## src/rtl/mqs_pkg.sv

```systemverilog
// ----------------------------------------------------------------------------
// mqs_pkg
// Shared constants and types of the multi-queue shared store: store sizes,
// operation and status codes, and the link store access bundles.
// ----------------------------------------------------------------------------
package mqs_pkg;

    localparam int SLOTS      = 64;
    localparam int QUEUES     = 8;
    localparam int DATA_WIDTH = 32;

    localparam int SLOT_W = $clog2(SLOTS);
    localparam int LINK_W = $clog2(SLOTS + 1);
    localparam int QSEL_W = 3;

    // null link: one past the last slot
    localparam logic [LINK_W-1:0] NIL_LINK = LINK_W'(SLOTS);

    localparam logic [1:0] KIND_PUSH = 2'd0;
    localparam logic [1:0] KIND_POP  = 2'd1;
    localparam logic [1:0] KIND_PEEK = 2'd2;

    localparam logic [1:0] STAT_OK    = 2'd0;
    localparam logic [1:0] STAT_FULL  = 2'd1;
    localparam logic [1:0] STAT_EMPTY = 2'd2;

    typedef struct packed {
        logic              en;
        logic [SLOT_W-1:0] addr;
        logic [LINK_W-1:0] data;
    } link_wr_t;

    typedef struct packed {
        logic              en;
        logic [SLOT_W-1:0] addr;
    } link_rd_t;

endpackage

```

## src/rtl/multi_queue_shared_store.sv

```systemverilog
// ----------------------------------------------------------------------------
// multi_queue_shared_store
// Eight FIFO queues kept in one shared store of 64 slots, chained through a
// next-slot table, with unused slots on a free chain.
//
// Usage: drive kind (push, pop, peek), queue_sel and push_value with start.
// An operation is taken at a rising edge where start is high and busy is
// low. Its result (head_value, status, store_full) shows for exactly one
// cycle with done, registered on the way from the work state to the done
// state. busy stays high through the work and done states and drops on the
// return to idle, so no new operation is taken until the result has shown.
// The work state serves the single-write link table: a push to a non-empty
// queue writes two link entries, one at the transfer edge and one at the
// following edge, and pop uses the registered link of the head slot in it.
// The receiver cannot stall: results must be taken when done is high.
// Reset empties every queue and chains all slots onto the free list; no
// clearing pass is needed, so operations may start right after reset.
// ----------------------------------------------------------------------------
module multi_queue_shared_store (
    input  logic               clk,
    input  logic               rst_n,
    input  logic               start,
    output logic               busy,
    input  logic [1:0]         kind,
    input  logic [2:0]         queue_sel,
    input  logic signed [31:0] push_value,
    output logic               done,
    output logic signed [31:0] head_value,
    output logic [1:0]         status,
    output logic               store_full
);

    import mqs_pkg::*;

    typedef enum logic [1:0] {
        ST_IDLE,
        ST_WORK,
        ST_DONE
    } state_t;

    state_t            state_reg;
    logic [LINK_W-1:0] qhead_reg [QUEUES];
    logic [SLOT_W-1:0] qtail_reg [QUEUES];
    logic [LINK_W-1:0] free_head_reg;
    logic [LINK_W-1:0] free_head_next;

    logic [1:0]        op_kind_reg;
    logic [QSEL_W-1:0] op_q_reg;
    logic [SLOT_W-1:0] op_slot_reg;
    logic              op_err_reg;

    logic               done_reg;
    logic signed [31:0] head_value_reg;
    logic [1:0]         status_reg;
    logic               store_full_reg;

    logic                  accept;
    logic [LINK_W-1:0]     cur_head;
    logic                  head_nil;
    logic                  free_nil;
    logic [LINK_W-1:0]     rd_link;
    logic [DATA_WIDTH-1:0] rd_data;
    link_wr_t              link_wr;
    link_rd_t              link_rd;
    logic                  data_wr_en;
    logic                  data_rd_en;
    logic [SLOT_W-1:0]     data_rd_addr;

    assign accept   = start && (state_reg == ST_IDLE);
    assign cur_head = qhead_reg[queue_sel];
    assign head_nil = (cur_head == NIL_LINK);
    assign free_nil = (free_head_reg == NIL_LINK);

    // memory control: first accesses at the transfer edge, second one after
    always_comb
    begin
        link_wr      = '0;
        link_rd      = '0;
        data_wr_en   = 1'b0;
        data_rd_en   = 1'b0;
        data_rd_addr = cur_head[SLOT_W-1:0];
        if (accept)
        begin
            unique case (kind)
                KIND_PUSH:
                begin
                    if (!free_nil)
                    begin
                        link_rd.en   = 1'b1;
                        link_rd.addr = free_head_reg[SLOT_W-1:0];
                        data_wr_en   = 1'b1;
                        // append behind the current tail
                        link_wr.en   = !head_nil;
                        link_wr.addr = qtail_reg[queue_sel];
                        link_wr.data = free_head_reg;
                    end
                end
                KIND_POP:
                begin
                    link_rd.en   = !head_nil;
                    link_rd.addr = cur_head[SLOT_W-1:0];
                end
                KIND_PEEK:
                begin
                    data_rd_en = !head_nil;
                end
                default:
                begin
                end
            endcase
        end
        else if (state_reg == ST_WORK && !op_err_reg)
        begin
            unique case (op_kind_reg)
                KIND_PUSH:
                begin
                    link_wr.en   = 1'b1;
                    link_wr.addr = op_slot_reg;
                    link_wr.data = NIL_LINK;
                end
                KIND_POP:
                begin
                    // return the slot to the front of the free chain
                    link_wr.en   = 1'b1;
                    link_wr.addr = op_slot_reg;
                    link_wr.data = free_head_reg;
                end
                default:
                begin
                end
            endcase
        end
    end

    always_comb
    begin
        free_head_next = free_head_reg;
        if (state_reg == ST_WORK && !op_err_reg)
        begin
            unique case (op_kind_reg)
                KIND_PUSH: free_head_next = rd_link;
                KIND_POP:  free_head_next = LINK_W'(op_slot_reg);
                default:   free_head_next = free_head_reg;
            endcase
        end
    end

    mqs_link_store u_link (
        .clk     (clk),
        .rst_n   (rst_n),
        .wr      (link_wr),
        .rd      (link_rd),
        .rd_link (rd_link)
    );

    mqs_ram #(
        .ADDR_W (SLOT_W),
        .DATA_W (DATA_WIDTH)
    ) u_data (
        .clk     (clk),
        .wr_en   (data_wr_en),
        .wr_addr (free_head_reg[SLOT_W-1:0]),
        .wr_data (DATA_WIDTH'(push_value)),
        .rd_en   (data_rd_en),
        .rd_addr (data_rd_addr),
        .rd_data (rd_data)
    );

    // tail pointers: read only for non-empty queues, no reset needed
    always_ff @(posedge clk)
    begin
        if (accept && kind == KIND_PUSH && !free_nil)
        begin
            qtail_reg[queue_sel] <= free_head_reg[SLOT_W-1:0];
        end
    end

    always_ff @(posedge clk)
    begin
        if (accept)
        begin
            op_kind_reg <= kind;
            op_q_reg    <= queue_sel;
            op_slot_reg <= (kind == KIND_PUSH) ? free_head_reg[SLOT_W-1:0]
                                               : cur_head[SLOT_W-1:0];
        end
    end

    always_ff @(posedge clk or negedge rst_n)
    begin
        if (!rst_n)
        begin
            state_reg      <= ST_IDLE;
            free_head_reg  <= '0;
            op_err_reg     <= 1'b0;
            done_reg       <= 1'b0;
            head_value_reg <= '0;
            status_reg     <= STAT_OK;
            store_full_reg <= 1'b0;
            for (int i = 0; i < QUEUES; i++)
            begin
                qhead_reg[i] <= NIL_LINK;
            end
        end
        else
        begin
            done_reg      <= 1'b0;
            free_head_reg <= free_head_next;
            unique case (state_reg)
                ST_IDLE:
                begin
                    if (accept)
                    begin
                        state_reg <= ST_WORK;
                        unique case (kind)
                            KIND_PUSH:
                            begin
                                op_err_reg <= free_nil;
                                if (!free_nil && head_nil)
                                begin
                                    qhead_reg[queue_sel] <= free_head_reg;
                                end
                            end
                            KIND_POP, KIND_PEEK:
                            begin
                                op_err_reg <= head_nil;
                            end
                            default:
                            begin
                                op_err_reg <= 1'b0;
                            end
                        endcase
                    end
                end
                ST_WORK:
                begin
                    state_reg      <= ST_DONE;
                    done_reg       <= 1'b1;
                    store_full_reg <= (free_head_next == NIL_LINK);
                    head_value_reg <= '0;
                    status_reg     <= STAT_OK;
                    unique case (op_kind_reg)
                        KIND_PUSH:
                        begin
                            if (op_err_reg)
                            begin
                                status_reg <= STAT_FULL;
                            end
                        end
                        KIND_POP:
                        begin
                            if (op_err_reg)
                            begin
                                status_reg <= STAT_EMPTY;
                            end
                            else
                            begin
                                qhead_reg[op_q_reg] <= rd_link;
                            end
                        end
                        KIND_PEEK:
                        begin
                            if (op_err_reg)
                            begin
                                status_reg <= STAT_EMPTY;
                            end
                            else
                            begin
                                head_value_reg <= 32'(rd_data);
                            end
                        end
                        default:
                        begin
                        end
                    endcase
                end
                ST_DONE:
                begin
                    state_reg <= ST_IDLE;
                end
                default:
                begin
                    state_reg <= ST_IDLE;
                end
            endcase
        end
    end

    assign busy       = (state_reg != ST_IDLE);
    assign done       = done_reg;
    assign head_value = head_value_reg;
    assign status     = status_reg;
    assign store_full = store_full_reg;

endmodule

```

## src/rtl/mqs_ram.sv

```systemverilog
// ----------------------------------------------------------------------------
// mqs_ram
// Generic single-write, single-read synchronous RAM with registered read data.
// ----------------------------------------------------------------------------
module mqs_ram #(
    parameter int ADDR_W = 6,
    parameter int DATA_W = 32
) (
    input  logic              clk,
    input  logic              wr_en,
    input  logic [ADDR_W-1:0] wr_addr,
    input  logic [DATA_W-1:0] wr_data,
    input  logic              rd_en,
    input  logic [ADDR_W-1:0] rd_addr,
    output logic [DATA_W-1:0] rd_data
);

    logic [DATA_W-1:0] mem [2**ADDR_W];
    logic [DATA_W-1:0] rd_data_reg;

    always_ff @(posedge clk)
    begin
        if (wr_en)
        begin
            mem[wr_addr] <= wr_data;
        end
        if (rd_en)
        begin
            rd_data_reg <= mem[rd_addr];
        end
    end

    assign rd_data = rd_data_reg;

endmodule

```

## src/rtl/mqs_link_store.sv

```systemverilog
// ----------------------------------------------------------------------------
// mqs_link_store
// Next-slot link table. An entry never written reads as its reset link,
// the following slot (null for the last slot), tracked by one valid bit per
// entry.
// ----------------------------------------------------------------------------
module mqs_link_store (
    input  logic                          clk,
    input  logic                          rst_n,
    input  mqs_pkg::link_wr_t             wr,
    input  mqs_pkg::link_rd_t             rd,
    output logic [mqs_pkg::LINK_W-1:0]    rd_link
);

    import mqs_pkg::*;

    logic [LINK_W-1:0] link_mem [SLOTS];
    logic [SLOTS-1:0]  vld_reg;
    logic [LINK_W-1:0] rd_data_reg;
    logic              rd_vld_reg;
    logic [SLOT_W-1:0] rd_addr_reg;

    always_ff @(posedge clk)
    begin
        if (wr.en)
        begin
            link_mem[wr.addr] <= wr.data;
        end
        if (rd.en)
        begin
            rd_data_reg <= link_mem[rd.addr];
            rd_addr_reg <= rd.addr;
        end
    end

    always_ff @(posedge clk or negedge rst_n)
    begin
        if (!rst_n)
        begin
            vld_reg    <= '0;
            rd_vld_reg <= 1'b0;
        end
        else
        begin
            if (wr.en)
            begin
                vld_reg[wr.addr] <= 1'b1;
            end
            if (rd.en)
            begin
                rd_vld_reg <= vld_reg[rd.addr];
            end
        end
    end

    // unwritten entry: link to the next slot, which is null past the last one
    assign rd_link = rd_vld_reg ? rd_data_reg
                                : LINK_W'(rd_addr_reg) + LINK_W'(1);

endmodule

```

## config.mk

```make
export PLATFORM = sky130hd
export DESIGN_NAME = multi_queue_shared_store
export DESIGN_NICKNAME = d
export VERILOG_FILES = /design/src/rtl/mqs_pkg.sv /design/src/rtl/multi_queue_shared_store.sv /design/src/rtl/mqs_ram.sv /design/src/rtl/mqs_link_store.sv
export SDC_FILE = /design/constraint.sdc
export NUM_CORES = 2
export LEC_CHECK = 0
export BUFFER_PORTS_ARGS = -buffer_cell sky130_fd_sc_hd__buf_2
export CAP_MARGIN = 10
export CORE_UTILIZATION = 59
export CTS_BUF_LIST = sky130_fd_sc_hd__clkbuf_4
export CTS_CLUSTER_DIAMETER = 50
export DETAILED_ROUTE_END_ITERATION = 8
export PLACE_DENSITY_LB_ADDON = 0.2
export SYNTH_ARGS = -nofsm -noshare
export SYNTH_HDL_FRONTEND = slang
export SYNTH_HIERARCHICAL = 1
export SYNTH_SLANG_ARGS = --single-unit
export TNS_END_PERCENT = 50
```

## constraint.sdc

```tcl
create_clock -name clk -period 3.85 [get_ports clk]
set_input_delay 0.385 -clock clk [delete_from_list [all_inputs] [get_ports clk]]
set_output_delay 0.385 -clock clk [all_outputs]
set_load 0.02 [all_outputs]
```

**Word-level counts from Yosys, hierarchy flattened**

Memories as Yosys holds them, arrays and structs flattened. A register that Yosys moved wholly into a read port is not among the register bits.
Index checks and enable logic that the tools add are counted.

- Bits in writable memories: 2,544
- Memories: 3
- Flip-flop bits (word level): 184

Memories:

| memory | words | bits a word | rd ports | clocked after Yosys merged registers in | wr ports | RTL line | RTL |
|---|---|---|---|---|---|---|---|
| u_data.mem | 64 | 32 | 1 | 1 | 1 | mqs_ram.sv:18 | `logic [DATA_W-1:0] mem [2**ADDR_W];` |
| u_link.link_mem | 64 | 7 | 1 | 1 | 1 | mqs_link_store.sv:17 | `logic [LINK_W-1:0] link_mem [SLOTS];` |
| qtail_reg | 8 | 6 | 1 | 0 | 1 | multi_queue_shared_store.sv:43 | `logic [SLOT_W-1:0] qtail_reg [QUEUES];` |

- Bitwise gates (word level): 3
- Magnitude comparators: 7
- Multiplexer cells: 51
- Reduce and logical (&&, ||, !) cells: 20
- Eq/ne operators: 13
- Add/sub/neg operators: 1

Operators by type and width:

| kind | count |
|---|---|
| 56-bit 2-to-1 mux | 5 |
| 56-bit bitwise mux | 2 |
| 56-bit one-hot mux with 2 select lines | 1 |
| 32-bit 2-to-1 mux | 2 |
| 64-bit OR | 1 |
| 14-bit 2-to-1 mux | 4 |
| 7-bit 2-to-1 mux | 8 |
| 7-bit demux with 3-bit select | 2 |
| 14-bit one-hot mux with 2 select lines | 1 |
| 7-bit one-hot mux with 2 select lines | 2 |
| 7-bit binary-select mux with 3-bit select | 1 |
| 7-bit == test, second input constant | 3 |
| 1-bit 2-to-1 mux | 15 |
| 6-bit by 7-bit < comparator with 1-bit output, second input constant | 2 |
| 4-bit >= comparator, second input constant | 2 |
| 1-bit logical AND | 8 |
| 4-bit by 1-bit < comparator with 1-bit output, second input constant | 2 |
| 3-bit NOT with 4-bit output | 2 |
| 2-bit one-hot mux with 2 select lines | 2 |
| 6-bit by 1-bit adder with 7-bit output, second input constant | 1 |
| 1-bit binary-select mux with 6-bit select | 1 |
| 1-bit demux with 6-bit select | 1 |
| 2-bit by 1-bit == test with 1-bit output, second input constant | 3 |
| 6-bit by 1-bit >= comparator with 1-bit output, second input constant | 1 |
| 12 further kinds | 23 |

**Logic depth before layout (Yosys ltp)**

- Depth after elaboration: 14
- Mapped depth: 15

**Modules after synthesis**

Netlist, hierarchy kept.

Modules (own cells, without submodules):

| module | cells an instance | sequential area each (um2) | instances | area an instance (um2) |
|---|---|---|---|---|
| mqs_ram | 3,324 | 62,459.9 | 1 | 78,835.6 |
| mqs_link_store | 1,052 | 15,469.8 | 1 | 20,489.7 |
| multi_queue_shared_store | 656 | 4,334.2 | 1 | 7,947.6 |

**Least setup slack after synthesis**

OpenSTA, ideal clock, no wires.

- Path type: input-to-reg
- Start: input queue_sel[1]
- End: register u_data.rd_data_reg[0] (netlist: u_data/rd_data[0]) (read register of u_data.mem), enable pin
- Data required time: 3,382 ps
- Data arrival time: 4,055 ps
- Path buffers: 2
- Slack: -673 ps
- Stages: 6
- Cell sequence: clkbuf_1 clkbuf_1 o21ai_0 o211ai_1 nor3_1 nor3b_1

- Longest elaborated chain between the ends: 8

Ends and longest elaborated chain:

| item | RTL line | RTL |
|---|---|---|
| start: declaration | multi_queue_shared_store.sv:25 | `input logic [2:0] queue_sel,` |
| 3-bit NOT with 4-bit output (implied by the code) | multi_queue_shared_store.sv:70 | `assign cur_head = qhead_reg[queue_sel];` |
| 7-bit binary-select mux with 3-bit select | multi_queue_shared_store.sv:70 |  |
| 7-bit 2-to-1 mux (implied by the code) (2 in a row) | multi_queue_shared_store.sv:70 |  |
| net cur_head[0] | multi_queue_shared_store.sv:58 | `logic [LINK_W-1:0] cur_head;` |
| 7-bit == test | multi_queue_shared_store.sv:71 | `assign head_nil = (cur_head == NIL_LINK);` |
| 1-bit zero test | multi_queue_shared_store.sv:105 | `data_rd_en = !head_nil;` |
| 1-bit 2-to-1 mux | multi_queue_shared_store.sv:84 | `unique case (kind)` |
| 1-bit 2-to-1 mux | multi_queue_shared_store.sv:82 | `if (accept)` |
| net data_rd_en | multi_queue_shared_store.sv:66 | `logic data_rd_en;` |
| end: declaration | mqs_ram.sv:19 | `logic [DATA_W-1:0] rd_data_reg;` |

The timed path passes the listed nets, and every way through them passes these cells. The select of a mux whose other input is x is not followed.
A chain may end at the register's enable or synchronous reset.

**Worst setup path in the final report**

- Start: register qhead_reg[49] in the netlist's numbering
- End: register u_data.rd_data_reg[29] (netlist: u_data/rd_data[29]) (read register of u_data.mem) (data pin)

- Longest elaborated chain between the ends: 7

Ends and longest elaborated chain:

| item | RTL line | RTL |
|---|---|---|
| start: declaration | multi_queue_shared_store.sv:42 | `logic [LINK_W-1:0] qhead_reg [QUEUES];` |
| start signal: indexed assignment | multi_queue_shared_store.sv:221 | `qhead_reg[queue_sel] <= free_head_reg;` |
| start signal: indexed assignment | multi_queue_shared_store.sv:258 | `qhead_reg[op_q_reg] <= rd_link;` |
| 7-bit binary-select mux with 3-bit select * | multi_queue_shared_store.sv:70 |  |
| 7-bit 2-to-1 mux (implied by the code) * (2 in a row) | multi_queue_shared_store.sv:70 |  |
| net cur_head[0] | multi_queue_shared_store.sv:58 |  |
| 7-bit == test | multi_queue_shared_store.sv:71 |  |
| 1-bit zero test | multi_queue_shared_store.sv:105 |  |
| 1-bit 2-to-1 mux | multi_queue_shared_store.sv:84 |  |
| 1-bit 2-to-1 mux | multi_queue_shared_store.sv:82 |  |

Mark *: on every way through the listed nets, which the timed path passes. The rest lies on a longest branch. The select of a mux whose other input is x is not followed.

==> impl_metrics.yaml <==
pwr:
  ir_worst_vdd_mv: 0.390
  p_switching_w: 0.0148
  pwr-share-seq: 0.540
  totalPowerFinal_w: 0.0623
  sw_frac_of_total: 0.238
  powerDensity_nw_per_um2: 504
  clkPwrFrac: 0.377
  p_leak_nw: 40.3
  cellInternalPower_w: 0.0475
  combPwrFrac: 0.083
synthesis:
  netlist_area_um2: 107000
  syn-num-nets: 5081
  synth_warnings: 6
  synth_cells: 5032
  avgSynthCellArea_um2: 21.3
  synth_area_leaders: "edfxtp_1 73%, mux4_2 14%, dfrtp_1 3.7%"
  synth_seq_cells: 2767
  synth_edf_count: 2600
  yosys.area.top_type: "edfxtp_1"
  yosysSeqAreaShare: 0.767
  ys.flop_type: "edfxtp_1"
  synth_top_area_share: 0.728
  synth-async-reset-ratio: 0.0604
  yosys.cell_types.count: 66
sta:
  worstMarginPinSlew_ps: 1250
  setup_viol: 0
  whs_ps: 158
  clock_skew_ps: 128
  slew_headroom: 0.163
  drv_slew: 0
  setup_tns_ps: 0
  period_share: 0.959
  layout_setup_ws_ps: 160
  fmax_mhz: 271
  rsz0062_at_grt: "false"
  finalHoldViolCount: 0
  min_period_ps: 3690
worst_setup_path:
  cp-start-kind: "flip-flop"
  cp_cell_sequence: "nor3b_1 -> a21oi_1 -> o211ai_1 -> buf_4 -> buf_4 -> buf_12 -> buf_12 -> mux4_2 -> mux4_2 -> o22ai_1 -> buf_4 -> nor2_1"
  ff2ff_path_depth: 12
  r2r_end: "u_data/rd_data[29]$_DFFE_PP_"
  rr_startpoint: "qhead_reg[49]$_DFFE_PN0P_"
  crit_top_cell: "buf_4"
  crit_path_end_kind: "flip-flop"
  worst-r2r-setup-slack_ps: 160
  critPathMaxStageDelay_ps: 550
  arrival_ps: 4830
  critical_path_class: "flip-flop to flip-flop"
  cp_max_fo: 35
  worstPathRequired_ps: 4990
  cp_slowest_cell: "mux4_2"
finish:
  fin_area_um2: 124000
  nets: 6069
  final.fill_count: 11500
  final_common_cell: "edfxtp_1"
  syn2layout_area_growth_pct: 15.2
  largest_reg_flops: 2048
  layout_common_cells: "2,600 x edfxtp_1, 979 x clkbuf_4, 680 x mux4_2"
  drive_gt1_frac: 0.384
die:
  ioPinCount: 77
  start_util: 0.594
  core-area_um2: 181000
  die_x_um: 428
  rows: 156
  die_h_um: 428
  die_area_um2: 184000
grt:
  grt_max_degree: 73
  grt_pass1_vias: 58500
  grt_remaining_overflow: 0
  grtUsageTotal: 0.297
  grt_pass1_wl_mm: 391
  antenna_found_initial: 10
cts:
  htree_levels: 6
  cts_tree: "done"
  path_clk_slew_ps: 70
  clockBufferDepth: 4
  ctsRootBufferMaster: "clkbuf_4"
  clk_latency_ps: 1510
  cts_buffers: 693
  cts_sinks: 2767
hold_path:
  worstHoldStart: "kind[1]"
  holdPathStages: 6
  holdPathEnd: "op_err_reg$_DFFE_PN0P_"
  hp-class: "primary input to flip-flop"
detailed_routing:
  via_per_inst: 6.39
  vias: 56600
  route.detailed.drc: 0
  routedWlPerCell_um: 30.3
  antenna_left: 0
  drt_first_pass_iters: 6
  wl_mm: 268
  drt_iter0_markers: 6383
placement:
  dp_slack_ps: -506
  gp_congestion: 0.864
  placedInstanceArea_um2: 115000
  place_hpwl_mm: 157
  io_buffers: 76
flow_run:
  maxCapViolCount: 0
status:
  status: "complete, no violations"
worst max-delay path, delay by kind of cell, from the launching register on:
family / cells / cell delay [ps]
AOI/OAI and AO/OA: 3 / 520
buffers and inverters: 5 / 1180
DFF: 1 / 350
muxes: 2 / 1060
and+or+nand+nor: 2 / 240
worst max path at each step:
stage	start	endpoint	slack [ps]	depth (start not counted)
after floorplan	kind[0]	u_data/mem[48][0]$_DFFE_PP_	-280	8
after global placement	queue_sel[2]	u_data/rd_data[12]$_DFFE_PP_	-480	14
after detailed placement	queue_sel[2]	u_data/rd_data[22]$_DFFE_PP_	-510	14
after CTS	qhead_reg[49]$_DFFE_PN0P_	u_data/rd_data[29]$_DFFE_PP_	-30	11
after global routing	qhead_reg[35]$_DFFE_PN0P_	u_data/rd_data[29]$_DFFE_PP_	40	12
final	qhead_reg[49]$_DFFE_PN0P_	u_data/rd_data[29]$_DFFE_PP_	160	12
through the flow:
step / cells / util
2_1_floorplan: 5032 / -
3_3_place_gp: 7650 / 0.635
3_5_place_dp: 7650 / 0.635
4_1_cts: 8837 / 0.683
5_1_grt: 8850 / 0.684
6_report: 8853 / 0.684
kinds of logic after synthesis:
| logic type | count (synthesis) | share of synthesized area |
|---|---|---|
| AOI/OAI and AO/OA | 454 | 0.0284 |
| adders and majority gates | 9 | 0.00105 |
| muxes | 858 | 0.162 |
| and+or+nand+nor | 637 | 0.0283 |
| xor gates and xnor gates | 4 | 0.000327 |
| buffers and inverters | 303 | 0.0132 |
| DFF | 2767 | 0.767 |
Yosys cell counts (9+ instances only):
library cell  instances
mux2_4               50
mux2i_1             115
buf_2                72
a22oi_1              71
clkbuf_1            138
o21ai_1              26
a31oi_1              10
o21ai_0              55
ha_1                  9
or2_2                67
dfrtp_1             159
a311oi_1             10
a22o_1               39
buf_6                10
nand3b_1              9
mux4_2              680
buf_1                28
nor3_1               15
nor2_1              241
buf_4                31
inv_1                21
and3_1               11
a21oi_1             101
mux2_2               11
o221ai_1             27
nand2b_1             18
edfxtp_1           2600
o22ai_1              85
nand3_1              37
nand2_1             153
nor2b_1              32
what timing repair did:
action / in CTS / in global routing
setup endpoints to repair: 6 / 6
pin swaps: 0 / 1
gates resized for setup: 5 / 0
hold endpoints to repair: 2354 / 0
hold buffers: 44 / 0
setup buffers: 0 / 1
power by group through the flow:
stage                     Combinational (W)  Sequential [W]  Clock (W)
after CTS                           0.00518          0.0336     0.0240
final                               0.00518          0.0337     0.0235
after global routing                0.00545          0.0337     0.0255
after global placement              0.00503          0.0343          0
after floorplan                     0.00274          0.0343          0
after detailed placement            0.00512          0.0343          0
cell type report:
cell class                      instances  area (um2)  area share
Multi-Input combinational cell       1962       24300       0.196
Inverter                               24        90.1    0.000729
Tap cell                             2370        2970      0.0240
Sequential cell                      2767       82300       0.666
Antenna cell                           15        37.5    0.000304
Clock inverter                        164         890     0.00720
Clock buffer                          979        7350      0.0595
Timing Repair Buffer                  572        5690      0.0461
per-layer routing:
metal / vias to the layer above / wire, um / GRT usage
met1: 29700 / 101000 / 0.401
met5: - / 41 / 0
met2: 3020 / 133000 / 0.479
li1: 23400 / - / -
met4: 6 / 9360 / 0.119
met3: 521 / 24400 / 0.0624
Power figures use the tool's default switching activity.
